==> src/rtl/mlbq_pkg.sv <==
// ----------------------------------------------------------------------------
// mlbq_pkg
// Shared constants, codes and the command type of the multi-level byte queue.
// ----------------------------------------------------------------------------
package mlbq_pkg;

    localparam int NUM_LEVELS  = 8;
    localparam int LEVEL_DEPTH = 256;    // power of two: pointers wrap by masking
    localparam int MAX_BURST   = 16;

    localparam int QCOUNT    = NUM_LEVELS - 1;
    localparam int Q_W       = (QCOUNT > 1) ? $clog2(QCOUNT) : 1;
    localparam int PTR_W     = $clog2(LEVEL_DEPTH);
    localparam int CNT_W     = $clog2(LEVEL_DEPTH + 1);
    localparam int MEM_DEPTH = QCOUNT * LEVEL_DEPTH;
    localparam int ADDR_W    = Q_W + PTR_W;
    localparam int TOT_W     = $clog2(MEM_DEPTH + 1);
    localparam int BURST_W   = $clog2(MAX_BURST + 1);
    localparam int CQ_DEPTH  = 2;
    localparam int CQ_PTR_W  = 1;
    localparam int CQ_CNT_W  = 2;

    // Fixed field widths
    localparam int REQ_W   = 2;
    localparam int LVL_W   = 3;
    localparam int DATA_W  = 8;
    localparam int RCNT_W  = 5;
    localparam int STAT_W  = 2;
    localparam int FILL_W  = 11;

    // Request types
    localparam logic [REQ_W-1:0] REQ_WRITE = 2'd0;
    localparam logic [REQ_W-1:0] REQ_READ  = 2'd1;
    localparam logic [REQ_W-1:0] REQ_CLEAR = 2'd2;

    // Result status
    localparam logic [STAT_W-1:0] STAT_OK        = 2'd0;
    localparam logic [STAT_W-1:0] STAT_BAD_LEVEL = 2'd1;
    localparam logic [STAT_W-1:0] STAT_FULL      = 2'd2;
    localparam logic [STAT_W-1:0] STAT_SHORT     = 2'd3;

    // Classified command kinds
    localparam int CMD_W = 3;
    localparam logic [CMD_W-1:0] CMD_WRITE     = 3'd0;
    localparam logic [CMD_W-1:0] CMD_READ      = 3'd1;
    localparam logic [CMD_W-1:0] CMD_CLEAR     = 3'd2;
    localparam logic [CMD_W-1:0] CMD_BAD_WRITE = 3'd3;
    localparam logic [CMD_W-1:0] CMD_BAD_READ  = 3'd4;

    typedef struct packed {
        logic [CMD_W-1:0]   kind;
        logic               all_levels;
        logic [Q_W-1:0]     q;
        logic [DATA_W-1:0]  data;
        logic [BURST_W-1:0] count;
    } cmd_t;

endpackage

==> src/rtl/mlbq_decode.sv <==
// ----------------------------------------------------------------------------
// mlbq_decode
// Classifies an incoming request into a command for the execution side.
// ----------------------------------------------------------------------------
module mlbq_decode
(
    input  logic [mlbq_pkg::REQ_W-1:0]  req_type,
    input  logic [mlbq_pkg::LVL_W-1:0]  level,
    input  logic [mlbq_pkg::DATA_W-1:0] data_byte,
    input  logic [mlbq_pkg::RCNT_W-1:0] read_count,
    output mlbq_pkg::cmd_t              cmd,
    output logic                        keep
);
    import mlbq_pkg::*;

    logic lvl_zero;
    logic lvl_ok;

    always_comb
    begin
        lvl_zero = (level == '0);
        lvl_ok   = !lvl_zero && (32'(level) < NUM_LEVELS);

        cmd.all_levels = lvl_zero;
        cmd.q          = Q_W'(level - LVL_W'(1));
        cmd.data       = data_byte;
        cmd.count      = (32'(read_count) > MAX_BURST) ? BURST_W'(MAX_BURST)
                                                        : BURST_W'(read_count);
        keep     = 1'b1;
        cmd.kind = CMD_CLEAR;
        case (req_type)
            REQ_WRITE: cmd.kind = lvl_ok ? CMD_WRITE : CMD_BAD_WRITE;
            REQ_READ:  cmd.kind = (lvl_ok || lvl_zero) ? CMD_READ : CMD_BAD_READ;
            REQ_CLEAR: cmd.kind = CMD_CLEAR;
            default:   keep = 1'b0;     // unused request type: swallowed
        endcase
    end

endmodule

==> config.mk <==
export PLATFORM = sky130hd
export DESIGN_NAME = mlbq_decode
export DESIGN_NICKNAME = d
export VERILOG_FILES = /design/src/rtl/mlbq_pkg.sv /design/src/rtl/mlbq_decode.sv
export SDC_FILE = /design/constraint.sdc
export NUM_CORES = 1
export LEC_CHECK = 0
export BUFFER_PORTS_ARGS = -buffer_cell sky130_fd_sc_hd__buf_2
export CAP_MARGIN = 0
export CORE_AREA = 2 2 39 41
export DETAILED_ROUTE_END_ITERATION = 7
export DIE_AREA = 0 0 41 43
export GPL_TIMING_DRIVEN = 0
export PLACE_DENSITY_LB_ADDON = 0.3
export RECOVER_POWER = 50
export SKIP_LAST_GASP = 1
export SLEW_MARGIN = 20
export SYNTH_ARGS = -nofsm -noshare
export SYNTH_HDL_FRONTEND = slang
export SYNTH_SLANG_ARGS = --single-unit
==> constraint.sdc <==
create_clock -name vclk -period 1
set_clock_uncertainty 0.05 [all_clocks]
set_input_delay 0.05 -clock vclk [all_inputs]
set_output_delay 0.05 -clock vclk [all_outputs]
set_load 0.02 [all_outputs]
==> reports/results.txt <==
Slew Limit Fails = 0
syn_area_per_cell = 6.211 sq um
maximum VDD drop = 0.0001562 V
leakage power = 0.2209 nW
Yosys top cell area share = 43.17%
max incr delay on CP = 0.19 ns
Starting Density = 12.57%
area taken by flip-flops and latches = 0 sq um
Vias = 234
crit-path cells = buf_2 > inv_1 > ha_2 > ha_4 > a21o_1 > buf_4
Hold Vio Cnt, Final = 0
critical path's slowest cell = ha_2
Syn Nets = 48
initial antenna violation count = 0
PD cells = 530.1 mW/mm^2
Buffers on Ports = 30
fmax = 1.073 GHz
GRT overflow = 0
layout cell share with drive strength beyond 1 = 56.90%
Core ar. = 0.001384 sq mm
Final #Nets = 80
Layout area overhead = 102.9%
vias in the first global route = 170
Arr. time, crit path = 0.83 ns
via/cell ratio = 3.162
Worst setup EP type = output pin
final wirelength = 494 um
final period utilization = 93.17%
minimum hold slack = 0.3096 ns
die width = 41 um
Fin Setup TNS = 0 ns
Fillers = 155
Pre-Repair DR Iteration Count = 1
wire per inst = 6.676 um
initial DRC count = 0
FFs & Latches = 0
main area contributors after synthesis = buf_4 43%, ha_1 14%, nor2b_1 14%
Post-Syn Area = 173.9 sq um
Ant. Diodes = 0
Die Y-Extent = 43 um
max-cap check violation count = 0
Final Critical Period = 0.9317 ns
final setup violation count = 0
WP buf/inv = 3
largest net degree at the start of global routing = 6
I/O pins = 39
CP Class = primary input to output pin
Tot GR Track Use = 4.695%
unrepaired setup endpoints after global routing = false
drt drc = 0
worst min-delay path category = primary input to output pin
Synth cell types = 9
clock buffers = 0
first-pass GRT wire length = 648 um
leading area contributor after synthesis = buf_4
die area = 0.001763 sq mm
Worst setup SP type = primary input
remaining antenna violation count = 0
RePlAce Congestion = 0.5625
critical path peak fanout = 3
Row Count = 14
post-detail-place hpwl = 461.2 um
Yosys Warn Count = 0
Seq/Total Area, Yosys = 0%
Gate Count Post-Synth = 28
status = complete, no violations
worst hold path cell count = 2
critical path depth = 6
Hold Buf Count CTS = 0
Worst Path Required = 0.90 ns
delay-heaviest family, CP = adder cells
-- through the flow --
step / util (%) / instance area, sq um / setup slack (ns) / power (mW) / cells
floorplan: - / 173.9 / 0.03332 / 0.1198 / 28
global placement: 24.86 / 344.1 / 0.007165 / 0.1852 / 74
detailed placement: 24.86 / 344.1 / 0.008390 / 0.1857 / 74
CTS: 24.86 / 344.1 / 0.005356 / 0.1861 / 74
global route: 25.50 / 352.8 / 0.0003673 / 0.2028 / 74
finish: 25.50 / 352.8 / 0.06834 / 0.1871 / 74
-- final timing paths --
path                          from      end  slack, ns
worst max-delay path      level[0]  cmd[18]       0.07
worst min-delay path  data_byte[1]   cmd[6]       0.31
-- metal layers --
| layer | track usage, % | part of all wire (%) | vias up |
|---|---|---|---|
| met5 | 0 | 0 | - |
| met2 | 7.500 | 45 | 18 |
| met1 | 6.962 | 39 | 88 |
| li1 | - | - | 128 |
| met4 | 0 | 0 | 0 |
| met3 | 0.5236 | 16 | 0 |
-- cell usage after synthesis (all sizes together) --
library cell	instances
nand2	1
conb	1
a21o	1
clkbuf	1
inv	6
nor2	2
buf	10
nor2b	4
ha	2
-- logic make-up after synthesis --
family          Yosys count  synth area share, %
fa+ha+maj                 2                14.39
buf+inv                  17                58.27
compound gates            1                4.318
other cells               1                2.156
simple gates              7                20.86
-- timing repair --
action,in CTS,in global routing
setup buffers,0,0
setup endpoints to repair,0,3
resized for setup,0,5
-- cell usage in the layout (no fill, tap or decap) --
cell / netlist / routed
buf_4: 10 / 12
a21o_1: 1 / 1
clkbuf_1: 1 / 10
ha_4: 0 / 1
ha_2: 0 / 1
inv_1: 6 / 6
nor2b_1: 4 / 4
buf_2: 0 / 19
conb_1: 1 / 1
nor2_1: 2 / 2
nand2_1: 1 / 1
-- area by class of cell --
cell class | count | area (sq um) | share of cell area (%)
timing repair buffer | 30 | 143.9 | 40.78
multi-input combinational | 11 | 87.58 | 24.82
buffer | 11 | 78.83 | 22.34
inverter | 6 | 22.52 | 6.383
tap | 16 | 20.02 | 5.674
-- power by group --
part           switching, mW  internal (mW)
logic                  0.105         0.0821
registers                  0              0
clock network              0              0
total                  0.105         0.0821
(Power assumes the default switching activity.)
