**src/rtl/mlbq_pkg.sv**
```systemverilog
// ----------------------------------------------------------------------------
// mlbq_pkg
// Shared constants, codes and the command type of the multi-level byte queue.
// ----------------------------------------------------------------------------
package mlbq_pkg;

    localparam int NUM_LEVELS  = 8;
    localparam int LEVEL_DEPTH = 256;    // power of two: pointers wrap by masking
    localparam int MAX_BURST   = 16;

    localparam int QCOUNT    = NUM_LEVELS - 1;
    localparam int Q_W       = (QCOUNT > 1) ? $clog2(QCOUNT) : 1;
    localparam int PTR_W     = $clog2(LEVEL_DEPTH);
    localparam int CNT_W     = $clog2(LEVEL_DEPTH + 1);
    localparam int MEM_DEPTH = QCOUNT * LEVEL_DEPTH;
    localparam int ADDR_W    = Q_W + PTR_W;
    localparam int TOT_W     = $clog2(MEM_DEPTH + 1);
    localparam int BURST_W   = $clog2(MAX_BURST + 1);
    localparam int CQ_DEPTH  = 2;
    localparam int CQ_PTR_W  = 1;
    localparam int CQ_CNT_W  = 2;

    // Fixed field widths
    localparam int REQ_W   = 2;
    localparam int LVL_W   = 3;
    localparam int DATA_W  = 8;
    localparam int RCNT_W  = 5;
    localparam int STAT_W  = 2;
    localparam int FILL_W  = 11;

    // Request types
    localparam logic [REQ_W-1:0] REQ_WRITE = 2'd0;
    localparam logic [REQ_W-1:0] REQ_READ  = 2'd1;
    localparam logic [REQ_W-1:0] REQ_CLEAR = 2'd2;

    // Result status
    localparam logic [STAT_W-1:0] STAT_OK        = 2'd0;
    localparam logic [STAT_W-1:0] STAT_BAD_LEVEL = 2'd1;
    localparam logic [STAT_W-1:0] STAT_FULL      = 2'd2;
    localparam logic [STAT_W-1:0] STAT_SHORT     = 2'd3;

    // Classified command kinds
    localparam int CMD_W = 3;
    localparam logic [CMD_W-1:0] CMD_WRITE     = 3'd0;
    localparam logic [CMD_W-1:0] CMD_READ      = 3'd1;
    localparam logic [CMD_W-1:0] CMD_CLEAR     = 3'd2;
    localparam logic [CMD_W-1:0] CMD_BAD_WRITE = 3'd3;
    localparam logic [CMD_W-1:0] CMD_BAD_READ  = 3'd4;

    typedef struct packed {
        logic [CMD_W-1:0]   kind;
        logic               all_levels;
        logic [Q_W-1:0]     q;
        logic [DATA_W-1:0]  data;
        logic [BURST_W-1:0] count;
    } cmd_t;

endpackage

```
**src/rtl/mlbq_cmd_queue.sv**
```systemverilog
// ----------------------------------------------------------------------------
// mlbq_cmd_queue
// Short command queue decoupling request intake from execution.
// ----------------------------------------------------------------------------
module mlbq_cmd_queue
(
    input  logic           clk,
    input  logic           rst_n,
    input  logic           wr_en,
    input  mlbq_pkg::cmd_t wr_cmd,
    output logic           full,
    output logic           rd_valid,
    output mlbq_pkg::cmd_t rd_cmd,
    input  logic           rd_pop
);
    import mlbq_pkg::*;

    cmd_t                entry_reg [CQ_DEPTH];
    logic [CQ_PTR_W-1:0] wr_ptr_reg, wr_ptr_next;
    logic [CQ_PTR_W-1:0] rd_ptr_reg, rd_ptr_next;
    logic [CQ_CNT_W-1:0] fill_reg, fill_next;
    logic                push, pop;

    assign full     = (fill_reg == CQ_CNT_W'(CQ_DEPTH));
    assign rd_valid = (fill_reg != '0);
    assign rd_cmd   = entry_reg[rd_ptr_reg];
    assign push     = wr_en && !full;
    assign pop      = rd_pop && rd_valid;

    always_comb
    begin
        wr_ptr_next = push ? wr_ptr_reg + 1'b1 : wr_ptr_reg;
        rd_ptr_next = pop ? rd_ptr_reg + 1'b1 : rd_ptr_reg;
        fill_next   = fill_reg;
        if (push && !pop)
        begin
            fill_next = fill_reg + 1'b1;
        end
        else if (pop && !push)
        begin
            fill_next = fill_reg - 1'b1;
        end
    end

    always_ff @(posedge clk or negedge rst_n)
    begin
        if (!rst_n)
        begin
            wr_ptr_reg <= '0;
            rd_ptr_reg <= '0;
            fill_reg   <= '0;
        end
        else
        begin
            wr_ptr_reg <= wr_ptr_next;
            rd_ptr_reg <= rd_ptr_next;
            fill_reg   <= fill_next;
        end
    end

    always_ff @(posedge clk)
    begin
        if (push)
        begin
            entry_reg[wr_ptr_reg] <= wr_cmd;
        end
    end

endmodule

```
**config.mk**
```make
export PLATFORM = sky130hd
export DESIGN_NAME = mlbq_cmd_queue
export DESIGN_NICKNAME = d
export VERILOG_FILES = /design/src/rtl/mlbq_pkg.sv /design/src/rtl/mlbq_cmd_queue.sv
export SDC_FILE = /design/constraint.sdc
export NUM_CORES = 1
export LEC_CHECK = 0
export BUFFER_PORTS_ARGS = -buffer_cell sky130_fd_sc_hd__buf_4
export CORE_MARGIN = 10
export CORE_UTILIZATION = 50
export DETAILED_ROUTE_END_ITERATION = 12
export GPL_ROUTABILITY_DRIVEN = 0
export PLACE_DENSITY_LB_ADDON = 0.15
export SLEW_MARGIN = 25
export SYNTH_ARGS = -nofsm -noshare
export SYNTH_HDL_FRONTEND = slang
export SYNTH_SLANG_ARGS = --single-unit
```
**constraint.sdc**
```tcl
create_clock -name clk -period 4.05 [get_ports clk]
set_clock_uncertainty 0.05 [all_clocks]
set_input_delay 0.2025 -clock clk [delete_from_list [all_inputs] [get_ports clk]]
set_output_delay 0.2025 -clock clk [all_outputs]
set_load 0.05 [all_outputs]
```
==> run metrics <==
run status=finished clean; top cell type by total area after synthesis=edfxtp_1; Crit path top cell by count=buf_4; width of the die=about 79 um; Final Net Count=between 150 and 200; Pleak=0.989 nW; Initial Util=0.518; total of endpoints with negative setup slack in the final report=0; I/O Buffers=45; cell-internal power=roughly 1.1 mW; routed length per placed instance=approximately 15 um; class of the most critical hold timing path=input pin to flip-flop; Largest register FFs=40; number of DRC violations after detailed-routing iteration 0=32; share of total power consumed by net switching=0.400; netlist area before placement=between 0.0015 and 0.002 sq mm; final-layout fill cell count=approximately 210; cell count after synthesis=slightly above 80; launching point of the worst reg2reg path=fill_reg[0]; post-synthesis net count=~110; Tcrit/Tclk final=0.543; most area-consuming cells after synthesis=edfxtp_1 (70%), mux2_4 (17%), dfrtp_1 (5.8%); CP startpoint kind=flip-flop; switching power of the nets=between 0.7 and 0.8 mW; Synth Area per Inst=roughly 21 sq um; final hold vios=0; drt total wl=a little over 3000 um; TritonCTS clock tree=built; final HPWL from detailed placement=about 2000 um; Synth cell types=15; most numerous cell types in the synthesized netlist=edfxtp_1 (40), mux2_4 (19), dfrtp_1 (4), xnor2_1 (3); final hold slack=about 0.067 ns; slew at the pin with the worst max-slew slack=around 1 ns; setup slack after placement=~2.1 ns; maximum level of the CTS H-tree=2; filler-free cell count of the finished design=200; Remaining Overflow, GRT=0; highest ir drop seen on vdd=around 560 uV; combinational share of power=0.488; number of placed cells counting well taps=around 170; total number of vias=920; flops & latches, synth=between 40 and 50; relative contribution of sequential cells to total power=0.375; source of the worst hold timing path=rd_pop; Final Core Density=0.718; proportion of netlist area held by the largest area contributor=0.695; final design area excluding fillers=0.00240 sq mm; CORE AREA=between 0.003 and 0.004 sq mm; Residual DRC=0; shortest clock period the worst path allows after layout=~2.2 ns; Max Transition Viols Final=0; die height=78.8 um; clock buffer count from CTS=5; GRT Util Overall=0.104; number of optimization iterations in the first detailed-route pass=4; ys async rst share=0.0909; relative slew slack=0.333; slowest stage delay, CP=roughly 0.74 ns; total negative slack for setup checks=0 ns; insertion delay of the later-clocked pin in the worst-skew pair=0.33 ns; worst setup slack after layout=1.85 ns; cell with the largest stage delay on the worst path=dfrtp_1; Syn. warnings=0; Post-synth EDFFs=40; die area=~0.0062 sq mm; Resized Gates After CTS=0; most numerous cell in the Yosys netlist=edfxtp_1; Reg clk slew, reported paths=approximately 0.11 ns; cell-by-cell listing of the critical path=buf_4, mux2_4, buf_4; timing-limited maximum frequency=455 MHz; via-per-instance ratio=between 4 and 5; # IOs=between 40 and 50; Final ANT Viol Nets=0; area post-placement=approximately 0.0021 sq mm; first-pass GRT wire length=5070 um; total power divided by cell area=about 770 mW/mm^2; Setup crit end kind=output pin; via count of the first global-routing pass=approximately 1100; Layout area overhead=38.7%; post-CTS repair timing setup buffer count=0; layout cell share with drive strength beyond 1=0.487; share of the yosys chip area belonging to registers=0.753; total power after layout=~1.8 mW; max-capacitance violation count=0; unrepaired setup endpoints after global routing=false; number of core rows=21; Primary FF master, synth=edfxtp_1; CP Max Fanout=11; number of clock sinks=44; critical path class=flip-flop to output pin; critical path required time=roughly 3.8 ns; source of the critical timing path=rd_ptr_reg; root buf cell=clkbuf_4; number of antenna violations at the first check in global routing=0; part of the total power dissipated in the clock network=0.138; maximum number of pins on one net before global-route repair=21; maximum count of clock buffers along a single path=2; count of antenna diodes in the layout=0; crit path DAT=approximately 2 ns
==> per-layer routing <==
metal  vias up  GRT usage  routed length (um)
met5         -          0                   0
met4         0     0.0430                  39
met3         6     0.0529                 273
met2        36      0.186                1590
met1       429     0.0988                1180
li1        449          -                   -
==> power groups by stage <==
stage                     Sequential (mW)  Combinational (mW)  Clock (mW)
after floorplan                     0.669               0.708           0
after global placement              0.696               0.885           0
after detailed placement            0.704               0.893           0
after CTS                           0.694               0.913       0.265
after global routing                0.710               0.948       0.278
final                               0.691               0.900       0.254
==> cell type report <==
class,instances,area [sq um],share of cell area
clock buffers,7,45.0,0.0188
flip-flops and latches,44,1300,0.543
clock inverters,1,30.0,0.0125
well taps,46,57.6,0.0240
repair buffers,67,556,0.232
multi-input cells,33,399,0.167
inverters,2,7.51,0.00313
==> logic make-up (layout without fill, tap and decap cells) <==
group,count (synthesis),in the layout,synth area share
and+or+nand+nor,7,7,0.0253
DFF,44,44,0.753
adders and majority gates,1,1,0.00724
muxes,20,20,0.172
xor gates and xnor gates,5,5,0.0253
buffers and inverters,4,77,0.0174
==> worst max-delay path: cells and delay by family, from the launching register on <==
kind / cells / cell delay (ns)
flip-flops: 1 / 0.74
multiplexers: 1 / 0.33
buffers and inverters: 2 / 0.54
==> cells in the final DEF, fill, tap and decap left out, drive strengths merged <==
cell and count:
buf 46, edfxtp 40, dlygate4sd3 21, mux2 20, clkbuf 7, dfrtp 4
xnor2 3, inv 2, xor2 2, nand2 2, nor2 2, nand2b 1
or2 1, and3 1, ha 1, bufinv 1
==> path summary, 6_finish.rpt <==
path                               endpoint  slack (ns)  cells past startpoint
max                              rd_cmd[15]        1.85                      3
min                              rd_ptr_reg        0.07                      3
max reg2reg                entry_reg[0][12]        2.15                      3
min reg2reg                      wr_ptr_reg        0.47                      1
max in group asynchronous       fill_reg[0]        3.70                      2
min in group asynchronous        wr_ptr_reg        0.15                      2
==> repair_timing <==
item | 4_1_cts | 5_1_grt
hold buffers | 21 | 0
endpoints found under the setup margin | 0 | 0
hold endpoints to repair | 44 | 0
(Power assumes the default switching activity.)
